$ cat src/hdl/wvsa_pkg.sv
`timescale 1ns / 1ps
// ----------------------------------------------------------------------------
// wvsa_pkg
// Shared constants, types and register codes of the windowed sample averager.
// ----------------------------------------------------------------------------
package wvsa_pkg;

    localparam int WINDOW      = 8;
    localparam int IDX_W       = $clog2(WINDOW);
    localparam int CNT_W       = $clog2(WINDOW + 1);
    localparam int SAMPLE_W    = 16;
    localparam int SUM_W       = SAMPLE_W + IDX_W;
    localparam int FIELD_CNT_W = 7;
    localparam int DIV_CNT_W   = $clog2(SAMPLE_W + 1);
    localparam int CFG_IDX_W   = 8;
    localparam int CFG_DATA_W  = 16;
    localparam int IN_TDATA_W  = 16;
    localparam int OUT_TDATA_W = 40;

    localparam logic [CFG_IDX_W-1:0] REG_LOWER_LIMIT     = 8'd0;
    localparam logic [CFG_IDX_W-1:0] REG_UPPER_LIMIT     = 8'd1;
    localparam logic [CFG_IDX_W-1:0] REG_ALLOWED_INVALID = 8'd2;
    localparam logic [CFG_IDX_W-1:0] REG_EMPTY_MARKER    = 8'd3;

    typedef enum logic [2:0] {
        S_IDLE,
        S_SCAN,
        S_PREP,
        S_DIV,
        S_OUT
    } t_state;

    typedef struct packed {
        logic [SAMPLE_W-1:0]    lower_limit;
        logic [SAMPLE_W-1:0]    upper_limit;
        logic [FIELD_CNT_W-1:0] allowed_invalid;
        logic [SAMPLE_W-1:0]    empty_marker;
    } t_cfg;

    typedef struct packed {
        logic accept;
        logic scan;
        logic div_start;
        logic div_step;
        logic load_out;
    } t_cmd;

    typedef struct packed {
        logic scan_last;
        logic div_last;
        logic used_zero;
    } t_sts;

    typedef struct packed {
        logic                   window_empty;
        logic                   too_many_invalid;
        logic [FIELD_CNT_W-1:0] averaged_count;
        logic [FIELD_CNT_W-1:0] invalid_count;
        logic                   sample_ok;
        logic [SAMPLE_W-1:0]    average_mv;
    } t_result;

endpackage

$ cat src/hdl/windowed_valid_sample_averager_core.sv
`timescale 1ns / 1ps
// ----------------------------------------------------------------------------
// windowed_valid_sample_averager_core
// Moving average over a ring window with per-sample range validity.
// ----------------------------------------------------------------------------
// Each request carries one millivolt sample. It is range checked, written into
// the window, and then the window is scanned one entry per clock to form the
// invalid count, the averaged count and the sum; a one-bit-per-clock divider
// then forms the average in sixteen steps, which are skipped when no entry
// qualifies for the average. A new sample is taken only once the last result
// has gone into the output register, and that load is held up only while an
// earlier result still waits on the result side.
// A finished result sits in the output register while the next sample is
// taken. Configuration writes are accepted at any time but belong to idle
// periods; writes to unknown indices are ignored.
// ----------------------------------------------------------------------------
module windowed_valid_sample_averager_core (
    input  logic                             i_clk,
    input  logic                             i_rst_n,
    // s_tdata: [15:0] sample_mv
    input  logic                             s_tvalid,
    output logic                             s_tready,
    input  logic [wvsa_pkg::IN_TDATA_W-1:0]  s_tdata,
    // m_tdata: [15:0] average_mv, [16] sample_ok, [23:17] invalid_count,
    //          [30:24] averaged_count, [31] too_many_invalid, [32] window_empty
    output logic                             m_tvalid,
    input  logic                             m_tready,
    output logic [wvsa_pkg::OUT_TDATA_W-1:0] m_tdata,
    input  logic                             i_cfg_valid,
    output logic                             o_cfg_ready,
    input  logic [wvsa_pkg::CFG_IDX_W-1:0]   i_cfg_index,
    input  logic [wvsa_pkg::CFG_DATA_W-1:0]  i_cfg_data
);
    import wvsa_pkg::*;

    t_cfg    r_cfg;
    t_cmd    w_cmd;
    t_sts    w_sts;
    t_result w_result;

    assign o_cfg_ready = i_rst_n;

    always_ff @(posedge i_clk) begin
        if (!i_rst_n) begin
            r_cfg.lower_limit     <= '0;
            r_cfg.upper_limit     <= '1;
            r_cfg.allowed_invalid <= FIELD_CNT_W'(2);
            r_cfg.empty_marker    <= '0;
        end else if (i_cfg_valid) begin
            unique case (i_cfg_index)
                REG_LOWER_LIMIT:     r_cfg.lower_limit     <= i_cfg_data;
                REG_UPPER_LIMIT:     r_cfg.upper_limit     <= i_cfg_data;
                REG_ALLOWED_INVALID: r_cfg.allowed_invalid <= i_cfg_data[FIELD_CNT_W-1:0];
                REG_EMPTY_MARKER:    r_cfg.empty_marker    <= i_cfg_data;
                default: ;
            endcase
        end
    end

    wvsa_ctrl u_ctrl (
        .i_clk      (i_clk),
        .i_rst_n    (i_rst_n),
        .i_s_tvalid (s_tvalid),
        .o_s_tready (s_tready),
        .o_m_tvalid (m_tvalid),
        .i_m_tready (m_tready),
        .i_sts      (w_sts),
        .o_cmd      (w_cmd)
    );

    wvsa_dp u_dp (
        .i_clk       (i_clk),
        .i_rst_n     (i_rst_n),
        .i_cfg       (r_cfg),
        .i_cmd       (w_cmd),
        .o_sts       (w_sts),
        .i_sample_mv (s_tdata[SAMPLE_W-1:0]),
        .o_result    (w_result)
    );

    assign m_tdata = {(OUT_TDATA_W - $bits(t_result))'(0), w_result};

endmodule

$ cat src/hdl/wvsa_ctrl.sv
`timescale 1ns / 1ps
// ----------------------------------------------------------------------------
// wvsa_ctrl
// Sequencer: accept, window scan, divider run and output register handshake.
// ----------------------------------------------------------------------------
module wvsa_ctrl (
    input  logic          i_clk,
    input  logic          i_rst_n,
    input  logic          i_s_tvalid,
    output logic          o_s_tready,
    output logic          o_m_tvalid,
    input  logic          i_m_tready,
    input  wvsa_pkg::t_sts i_sts,
    output wvsa_pkg::t_cmd o_cmd
);
    import wvsa_pkg::*;

    t_state r_state;
    t_state n_state;
    logic   r_m_tvalid;
    logic   w_out_free;

    assign w_out_free = !r_m_tvalid || i_m_tready;
    assign o_m_tvalid = r_m_tvalid;

    always_ff @(posedge i_clk) begin
        if (!i_rst_n) begin
            r_state    <= S_IDLE;
            r_m_tvalid <= 1'b0;
        end else begin
            r_state <= n_state;
            if (o_cmd.load_out) begin
                r_m_tvalid <= 1'b1;
            end else if (i_m_tready) begin
                r_m_tvalid <= 1'b0;
            end
        end
    end

    always_comb begin
        n_state = r_state;
        unique case (r_state)
            S_IDLE: begin
                if (i_s_tvalid) begin
                    n_state = S_SCAN;
                end
            end
            S_SCAN: begin
                if (i_sts.scan_last) begin
                    n_state = S_PREP;
                end
            end
            S_PREP: begin
                n_state = i_sts.used_zero ? S_OUT : S_DIV;
            end
            S_DIV: begin
                if (i_sts.div_last) begin
                    n_state = S_OUT;
                end
            end
            S_OUT: begin
                if (w_out_free) begin
                    n_state = S_IDLE;
                end
            end
            default: n_state = S_IDLE;
        endcase
    end

    always_comb begin
        o_cmd      = '0;
        o_s_tready = 1'b0;
        unique case (r_state)
            S_IDLE: begin
                o_s_tready   = i_rst_n;
                o_cmd.accept = i_s_tvalid && i_rst_n;
            end
            S_SCAN: o_cmd.scan      = 1'b1;
            S_PREP: o_cmd.div_start = 1'b1;
            S_DIV:  o_cmd.div_step  = 1'b1;
            S_OUT:  o_cmd.load_out  = w_out_free;
            default: o_cmd = '0;
        endcase
    end

endmodule

$ cat src/hdl/wvsa_dp.sv
`timescale 1ns / 1ps
// ----------------------------------------------------------------------------
// wvsa_dp
// Sample window, range check, serial accumulation and bit-serial divider.
// ----------------------------------------------------------------------------
module wvsa_dp (
    input  logic                           i_clk,
    input  logic                           i_rst_n,
    input  wvsa_pkg::t_cfg                 i_cfg,
    input  wvsa_pkg::t_cmd                 i_cmd,
    output wvsa_pkg::t_sts                 o_sts,
    input  logic [wvsa_pkg::SAMPLE_W-1:0]  i_sample_mv,
    output wvsa_pkg::t_result              o_result
);
    import wvsa_pkg::*;

    logic [SAMPLE_W-1:0]  r_store [WINDOW];
    logic                 r_mark  [WINDOW];
    logic [IDX_W-1:0]     r_wp;
    logic [IDX_W-1:0]     r_idx;
    logic                 r_ok;
    logic [CNT_W-1:0]     r_bad;
    logic [CNT_W-1:0]     r_used;
    logic [SUM_W-1:0]     r_sum;
    logic [CNT_W-1:0]     r_rem;
    logic [SAMPLE_W-1:0]  r_quot;
    logic [DIV_CNT_W-1:0] r_div_cnt;
    t_result              r_result;

    logic                 w_ok;
    logic [CNT_W:0]       w_trial;
    logic [CNT_W:0]       w_used_ext;
    logic                 w_ge;
    logic [CNT_W-1:0]     n_rem;
    logic [SAMPLE_W-1:0]  w_entry;
    logic                 w_entry_bad;

    assign w_ok = !((i_sample_mv < i_cfg.lower_limit) || (i_sample_mv > i_cfg.upper_limit));

    assign w_entry     = r_store[r_idx];
    assign w_entry_bad = r_mark[r_idx];

    // one restoring division step
    assign w_trial    = {r_rem, r_quot[SAMPLE_W-1]};
    assign w_used_ext = {1'b0, r_used};
    assign w_ge       = w_trial >= w_used_ext;
    assign n_rem      = w_ge ? CNT_W'(w_trial - w_used_ext) : w_trial[CNT_W-1:0];

    assign o_sts.scan_last = r_idx == IDX_W'(WINDOW - 1);
    assign o_sts.div_last  = r_div_cnt == DIV_CNT_W'(1);
    assign o_sts.used_zero = r_used == '0;

    assign o_result = r_result;

    always_ff @(posedge i_clk) begin
        if (!i_rst_n) begin
            for (int i = 0; i < WINDOW; i++) begin
                r_store[i] <= '0;
                r_mark[i]  <= 1'b0;
            end
            r_wp <= '0;
        end else if (i_cmd.accept) begin
            r_store[r_wp] <= i_sample_mv;
            r_mark[r_wp]  <= !w_ok;
            r_wp          <= (r_wp == IDX_W'(WINDOW - 1)) ? '0 : r_wp + 1'b1;
        end
    end

    always_ff @(posedge i_clk) begin
        if (i_cmd.accept) begin
            r_ok   <= w_ok;
            r_idx  <= '0;
            r_bad  <= '0;
            r_used <= '0;
            r_sum  <= '0;
        end else if (i_cmd.scan) begin
            r_idx <= r_idx + 1'b1;
            if (w_entry_bad) begin
                r_bad <= r_bad + 1'b1;
            end else if (w_entry != i_cfg.empty_marker) begin
                r_sum  <= r_sum + SUM_W'(w_entry);
                r_used <= r_used + 1'b1;
            end
        end
    end

    // quotient fits the sample width, so the upper sum bits start as remainder
    always_ff @(posedge i_clk) begin
        if (i_cmd.div_start) begin
            r_rem     <= CNT_W'(r_sum[SUM_W-1:SAMPLE_W]);
            r_quot    <= r_sum[SAMPLE_W-1:0];
            r_div_cnt <= DIV_CNT_W'(SAMPLE_W);
        end else if (i_cmd.div_step) begin
            r_rem     <= n_rem;
            r_quot    <= {r_quot[SAMPLE_W-2:0], w_ge};
            r_div_cnt <= r_div_cnt - 1'b1;
        end
    end

    always_ff @(posedge i_clk) begin
        if (i_cmd.load_out) begin
            r_result.average_mv       <= r_quot;
            r_result.sample_ok        <= r_ok;
            r_result.invalid_count    <= FIELD_CNT_W'(r_bad);
            r_result.averaged_count   <= FIELD_CNT_W'(r_used);
            r_result.too_many_invalid <= FIELD_CNT_W'(r_bad) > i_cfg.allowed_invalid;
            r_result.window_empty     <= r_used == '0;
        end
    end

endmodule
$ cat config.mk
export PLATFORM = sky130hd
export DESIGN_NAME = windowed_valid_sample_averager_core
export DESIGN_NICKNAME = d
export VERILOG_FILES = /design/src/hdl/wvsa_pkg.sv /design/src/hdl/windowed_valid_sample_averager_core.sv /design/src/hdl/wvsa_ctrl.sv /design/src/hdl/wvsa_dp.sv
export SDC_FILE = /design/constraint.sdc
export NUM_CORES = 1
export LEC_CHECK = 0
export ABC_AREA = 1
export ABC_CLOCK_PERIOD_IN_PS = 6300
export BUFFER_PORTS_ARGS = -buffer_cell sky130_fd_sc_hd__buf_2
export CAP_MARGIN = 20
export CORE_MARGIN = 5
export CORE_UTILIZATION = 65
export CTS_CLUSTER_DIAMETER = 60
export DETAILED_ROUTE_END_ITERATION = 12
export PLACE_DENSITY_LB_ADDON = 0.08
export SETUP_SLACK_MARGIN = 0.3
export SLEW_MARGIN = 20
export SYNTH_ARGS = -nofsm -noshare
export SYNTH_HDL_FRONTEND = slang
export SYNTH_HIERARCHICAL = 1
export SYNTH_SLANG_ARGS = --single-unit
$ cat constraint.sdc
create_clock -name i_clk -period 6.3 [get_ports i_clk]
set_input_delay 0.315 -clock i_clk [delete_from_list [all_inputs] [get_ports i_clk]]
set_output_delay 0.315 -clock i_clk [all_outputs]
set_load 0.02 [all_outputs]
Word level (Yosys, flattened, before mapping)
Memory sizes are Yosys's and may differ from the RTL's. A register that Yosys moved wholly into a read port is not among the register bits. Cells that the tools add are included. Widths: inputs -> output; s select.

Flip-flop bits (word level): 145. Word-level logic and storage cells: 104. Bits in writable memories: 136. Input port bits: 45. Output and inout bits: 43. Memories: 2.

Reductions and logical operators: 19. Bitwise operators: 1. Magnitude comparators: 4. Add/subtract/negate cells: 7. Equality and inequality tests: 15. Multiplexer cells: 34.

Memory list: u_dp.r_store (depth 8, bits a word 16, read ports 1, clocked after memory_dff 1, wr ports 8, line wvsa_dp.sv:17) `logic [SAMPLE_W-1:0] r_store [WINDOW];`; u_dp.r_mark (depth 8, bits a word 1, read ports 1, clocked after memory_dff 1, wr ports 8, line wvsa_dp.sv:18) `logic r_mark [WINDOW];`.

Operator list (count): $mux 16 (3); $mux 3 (14); $add 19x16->19 (1); $eq 8x2->1 const B (2); $gt 16x16->1 (1); $lt 16x16->1 (1); $ne 16x16->1 (1); $reduce_or 16->1 (1); $mux 1 (15); $pmux 3 s5 (1); $reduce_and 2->1 (5); $eq 3x3->1 const B (3); $add 4x1->4 const B (2); $eq 8x1->1 const B (1); $logic_not 8->1 (1); $gt 4x7->1 (1); $add 3x1->3 const B (2); $eq 3x2->1 const B (2); $ne 2x1->1 const B (3); $eq 5x1->1 const B (1); $ge 5x4->1 (1); $sub 5x1->5 const B (1); $logic_not 4->1 (1); $mux 4 (1); other kinds (12) (15).

Longest topological paths before layout
Depth in word-level cells: 7. Gate-level depth with buffers: 22. Depth with buffers taken out: 20.

Hierarchy
Netlist, hierarchy kept.

Modules (own cells, without submodules): wvsa_dp (cells an instance 1456, sequential area each 6256.0 µm², times used 1, area each 12077.8 µm²); windowed_valid_sample_averager_core (cells an instance 323, sequential area each 1101.1 µm², times used 1, area each 2339.7 µm²); wvsa_ctrl (cells an instance 50, sequential area each 80.1 µm², times used 1, area each 301.5 µm²).

Worst setup path after synthesis
No wires, ideal clock.

Kind: flip-flop to flip-flop. Start point: register with a tool-made name. End point: register u_dp.r_sum[14]. Buffers on the path: 2. Arrival time: 2.693 ns. Setup slack: 3.492 ns. Stages on the path, launching flop included: 20. Clock period less this slack: 2.808 ns. Library setup time: 0.115 ns. Data required time: 6.185 ns. Cells stage by stage: dfxtp_1 > buf_2 > clkinv_1 > buf_2 > nand3_1 > nand2_1 > inv_1 > ha_1 > inv_1 > fa_1 > o21ai_0 > a21oi_1 > o21ai_0 > nand2_1 > nand2_1 > nand2_1 > nand2_1 > nand3_1 > nand2_1 > nor2_1.

RTL lines: end signal, assigned (line wvsa_dp.sv:81) `r_sum <= r_sum + SUM_W'(w_entry);`; end, declared (line wvsa_dp.sv:24) `logic [SUM_W-1:0] r_sum;`.

==> results.cfg <==
[floorplan]
design.portCount = 88
placement_rows = 55
fp.dieH_um = 160
placeableCoreArea_mm2 = 0.0225
chipWidth_um = 160
initial_core_util_pct = 65.4
die-area_mm2 = 0.0258

[synth]
synthArstFlopShare_pct = 0
yosysMostFrequentCell = sky130_fd_sc_hd__nand2_1
number_of_enable_type_register_cells_in_the_synthesized_netlist = 175
mappedNetlistArea_mm2 = 0.0147
synth_top_cell_area_share_pct = 35.7
postSynth.topFlopCell = sky130_fd_sc_hd__edfxtp_1
synth_common_cells = 457 x sky130_fd_sc_hd__nand2_1, 298 x sky130_fd_sc_hd__nor2_1, 217 x sky130_fd_sc_hd__inv_1
ys.warnings.count = 6
synth_seq_area_share_pct = 50.5
synthTopCellsByArea = sky130_fd_sc_hd__edfxtp_1 36%, sky130_fd_sc_hd__dfxtp_1 15%, sky130_fd_sc_hd__nand2_1 12%, sky130_fd_sc_hd__nor2_1 7.6%, sky130_fd_sc_hd__nand3_1 6.2%
synthesis.area_per_instance_um2 = 8.05
post-synth-top-area-cell = sky130_fd_sc_hd__edfxtp_1
synth.ff_latch_count = 284
syn-instance-count = 1829
netlist-cell-type-count = 45

[route]
routedWlPerCell_um = 16.1
route.vias.total = 12100
first_pass_iters = 6
drtAntennaViolNets = 0
drt_iter0_markers = 908
drt_wl_total_um = 35000
drcViolationCount = 0
vias_per_cell = 5.54

[power_and_ir_drop]
share_comb_of_total_power_pct = 38.6
share_of_power_burned_in_registers_pct = 35.8
p_int_uw = 4280
power_switching_share_pct = 38.8
netSwitchingPower_uw = 2720
cellPowerDensity_mw_per_mm2 = 434
power_leakage_uw = 0.00757
max_vdd_drop_v = 0.000328
clock_power_share_pct = 25.5

[sta]
final-setup-viol-count = 0
finalSetupTns_ns = 0
maxSlewHeadroom_pct = 26.7
finalHoldViolations = 0
tightest_slew_ns = 1.10
achievable-frequency_ghz = 0.235
final.min_clock_period_ns = 4.25
grt_setup_unrepaired = false
clock_skew_ns = 0.0171
max_slew_violation_total_from_the_final_report = 0
layout_worst_path_cycle_share_pct = 67.4

[global_route]
grt.met2_usage_pct = 44.9
aggregate_global_route_resource_usage_pct = 26.3
grt_util_met1_pct = 34.7
wire_length_of_the_first_global_routing_pass_um = 55400
grt_overflow = 0
grtUsageMet3_pct = 3.64
grt_start_max_net_pins = 79
grt_busiest_layer = met2
first_global_vias = 11100
antenna_found_initial = 0

[clocking]
clkSlewWorstSetupHoldPaths_ns = 0.06
numClockSinks = 284
insertion_delay_ns = 0.56
cts.repair.resized = 0
clk_path_buf_depth = 3
cts_root_buffer = sky130_fd_sc_hd__clkbuf_16
htree_num_levels = 1
numCtsBuffers = 31
clock_tree_from_tritoncts = built
cts_setup_buffers = 0

[layout]
final_core_utilization_pct = 71.7
layout_cells_sized_above_1_pct = 8.18
ff_latch_area_mm2 = 0.00744
final_nets = 1981
layout.filler_cells = 1802
flow.area_growth_from_synthesis_pct = 9.63
antenna-diode-count = 0
multi_input_logic_area_mm2 = 0.00596

[setup_path]
register_to_register_path_setup_slack_ns = 2.05
worstPathRequired_ns = 6.74
cp-start-kind = flip-flop
crit_slowest_cell = sky130_fd_sc_hd__dfxtp_2
timing.setup.critical_path_class = reg -> reg
worstPathCellList = buf_4, inv_2, nand2_1, nand2_1, nand2_1, nand3_1, nand2_1, inv_1, ha_1, nand2_1, nor2_1, nand4_1, o21ai_0, nand2_1, nand2_1, nand2_1, nand2_1, nand3_1, nand2_1, nor2_1
worstPathArrival_ns = 4.68
cpPeakStageDelay_ns = 0.60
maximum_fanout_along_the_worst_path = 58
path_common_cell = sky130_fd_sc_hd__nand2_1
critical_path.n_buffers_inverters = 3
critical_path.top_delay_family = simple AND/OR/NAND/NOR gates
worst_setup_path_end_kind = flip-flop

[placement]
placement.io_buffers = 74
dp_hpwl_um = 23700
routability_congestion = 0.879

[worst_hold_path]
hp-class = in -> reg

[status]
outcome = finished clean

[job]
maxCapViolCount = 0
==> metrics by stage <==
stage | instance area (um^2) | hold WS [ns] | std cells | setup WS, ns | power [uW]
floorplan | 14800 | 0.400 | 1840 | 3.49 | 4580
global placement | 15100 | 0.432 | 2118 | 2.22 | 5140
detailed placement | 15100 | 0.437 | 2118 | 2.17 | 5210
CTS | 16100 | 0.00100 | 2179 | 2.12 | 7000
global route | 16100 | 0.00922 | 2180 | 1.68 | 7500
finish | 16100 | 0.0163 | 2180 | 2.05 | 7000
==> final cells by class <==
type                    instances  area share (%)
flip-flops and latches        284            46.1
inverters                     230            5.35
repair buffers                 86            2.98
clock buffers                  49            5.86
multi-input cells            1237            37.0
clock inverters                 9           0.551
well taps                     285            2.21
==> timing repair <==
| action | 4_1_cts | 5_1_grt |
|---|---|---|
| endpoints found under the setup margin | 0 | 0 |
| hold endpoints to repair | 3 | 0 |
| hold buffers | 3 | 0 |
==> worst reg2reg max path, cell delays in order (launching register included) <==
cell and delay [ns]:
sky130_fd_sc_hd__dfxtp_2 0.60, sky130_fd_sc_hd__buf_4 0.58, sky130_fd_sc_hd__inv_2 0.58, sky130_fd_sc_hd__nand2_1 0.23
sky130_fd_sc_hd__nand2_1 0.09, sky130_fd_sc_hd__nand2_1 0.06, sky130_fd_sc_hd__nand3_1 0.08, sky130_fd_sc_hd__nand2_1 0.12
sky130_fd_sc_hd__inv_1 0.06, sky130_fd_sc_hd__ha_1 0.35, sky130_fd_sc_hd__nand2_1 0.13, sky130_fd_sc_hd__nor2_1 0.16
sky130_fd_sc_hd__nand4_1 0.10, sky130_fd_sc_hd__o21ai_0 0.44, sky130_fd_sc_hd__nand2_1 0.15, sky130_fd_sc_hd__nand2_1 0.09
sky130_fd_sc_hd__nand2_1 0.05, sky130_fd_sc_hd__nand2_1 0.05, sky130_fd_sc_hd__nand3_1 0.08, sky130_fd_sc_hd__nand2_1 0.10
sky130_fd_sc_hd__nor2_1 0.05
==> routing by layer <==
layer  wire length [um]  up-vias
li1                   -     5948
met1              14600     5617
met2              16800      438
met3               2430       77
met4               1230        0
met5                  0        -
==> sequential cells by signal (all words and copies together), names as in the netlist, 3 cells and up, named ones only <==
signal          cells
u_dp/r_store      128
r_cfg              55
u_dp/o_result      27
u_dp/r_sum         19
u_dp/r_quot        16
u_dp/r_mark         8
u_dp/r_div_cnt      5
u_dp/r_bad          4
u_dp/r_rem          4
u_dp/r_used         4
u_ctrl/r_state      3
u_dp/r_idx          3
u_dp/r_wp           3
==> path summary, 6_finish.rpt <==
| kind | start | to | cells past startpoint |
|---|---|---|---|
| hold reg to reg | u_dp/r_ok | u_dp/o_result[16] | 0 |
| hold / removal | i_cfg_data[4] | r_cfg[27] | 3 |
| setup / recovery | flip-flop | u_dp/r_sum[13] | 20 |
| setup reg to reg | flip-flop | u_dp/r_sum[13] | 20 |
==> cell families (layout without fill, tap and decap cells) <==
| kind of cell | count (synthesis) | after routing | share of synthesized area (%) |
|---|---|---|---|
| adder cells (fa/ha/maj) | 66 | 66 | 5.71 |
| AO/OA/AOI/OAI | 159 | 159 | 5.84 |
| buffers and inverters | 319 | 374 | 9.33 |
| other | 2 | 13 | 0.0510 |
| flip-flops | 284 | 284 | 50.5 |
| XOR/XNOR | 12 | 12 | 0.714 |
| AND/OR/NAND/NOR | 987 | 987 | 27.8 |
==> power by group through the flow <==
stage | Sequential, uW | Combinational [uW] | Clock, uW
global placement | 2530 | 2610 | 0
floorplan | 2500 | 2080 | 0
CTS | 2510 | 2680 | 1810
finish | 2510 | 2710 | 1790
global route | 2540 | 3060 | 1900
detailed placement | 2540 | 2670 | 0
==> placed cells by master, fill, tap and decap left out, types with 13 or more instances in the layout <==
cell / netlist / final
sky130_fd_sc_hd__a21oi_1: 94 / 94
sky130_fd_sc_hd__buf_2: 24 / 74
sky130_fd_sc_hd__clkbuf_16: 0 / 32
sky130_fd_sc_hd__conb_1: 2 / 13
sky130_fd_sc_hd__dfxtp_1: 109 / 108
sky130_fd_sc_hd__edfxtp_1: 175 / 175
sky130_fd_sc_hd__ha_1: 64 / 64
sky130_fd_sc_hd__inv_1: 217 / 216
sky130_fd_sc_hd__nand2_1: 457 / 457
sky130_fd_sc_hd__nand3_1: 181 / 181
sky130_fd_sc_hd__nand3b_1: 17 / 17
sky130_fd_sc_hd__nor2_1: 298 / 298
sky130_fd_sc_hd__o21ai_0: 36 / 36
(Power assumes the default switching activity.)
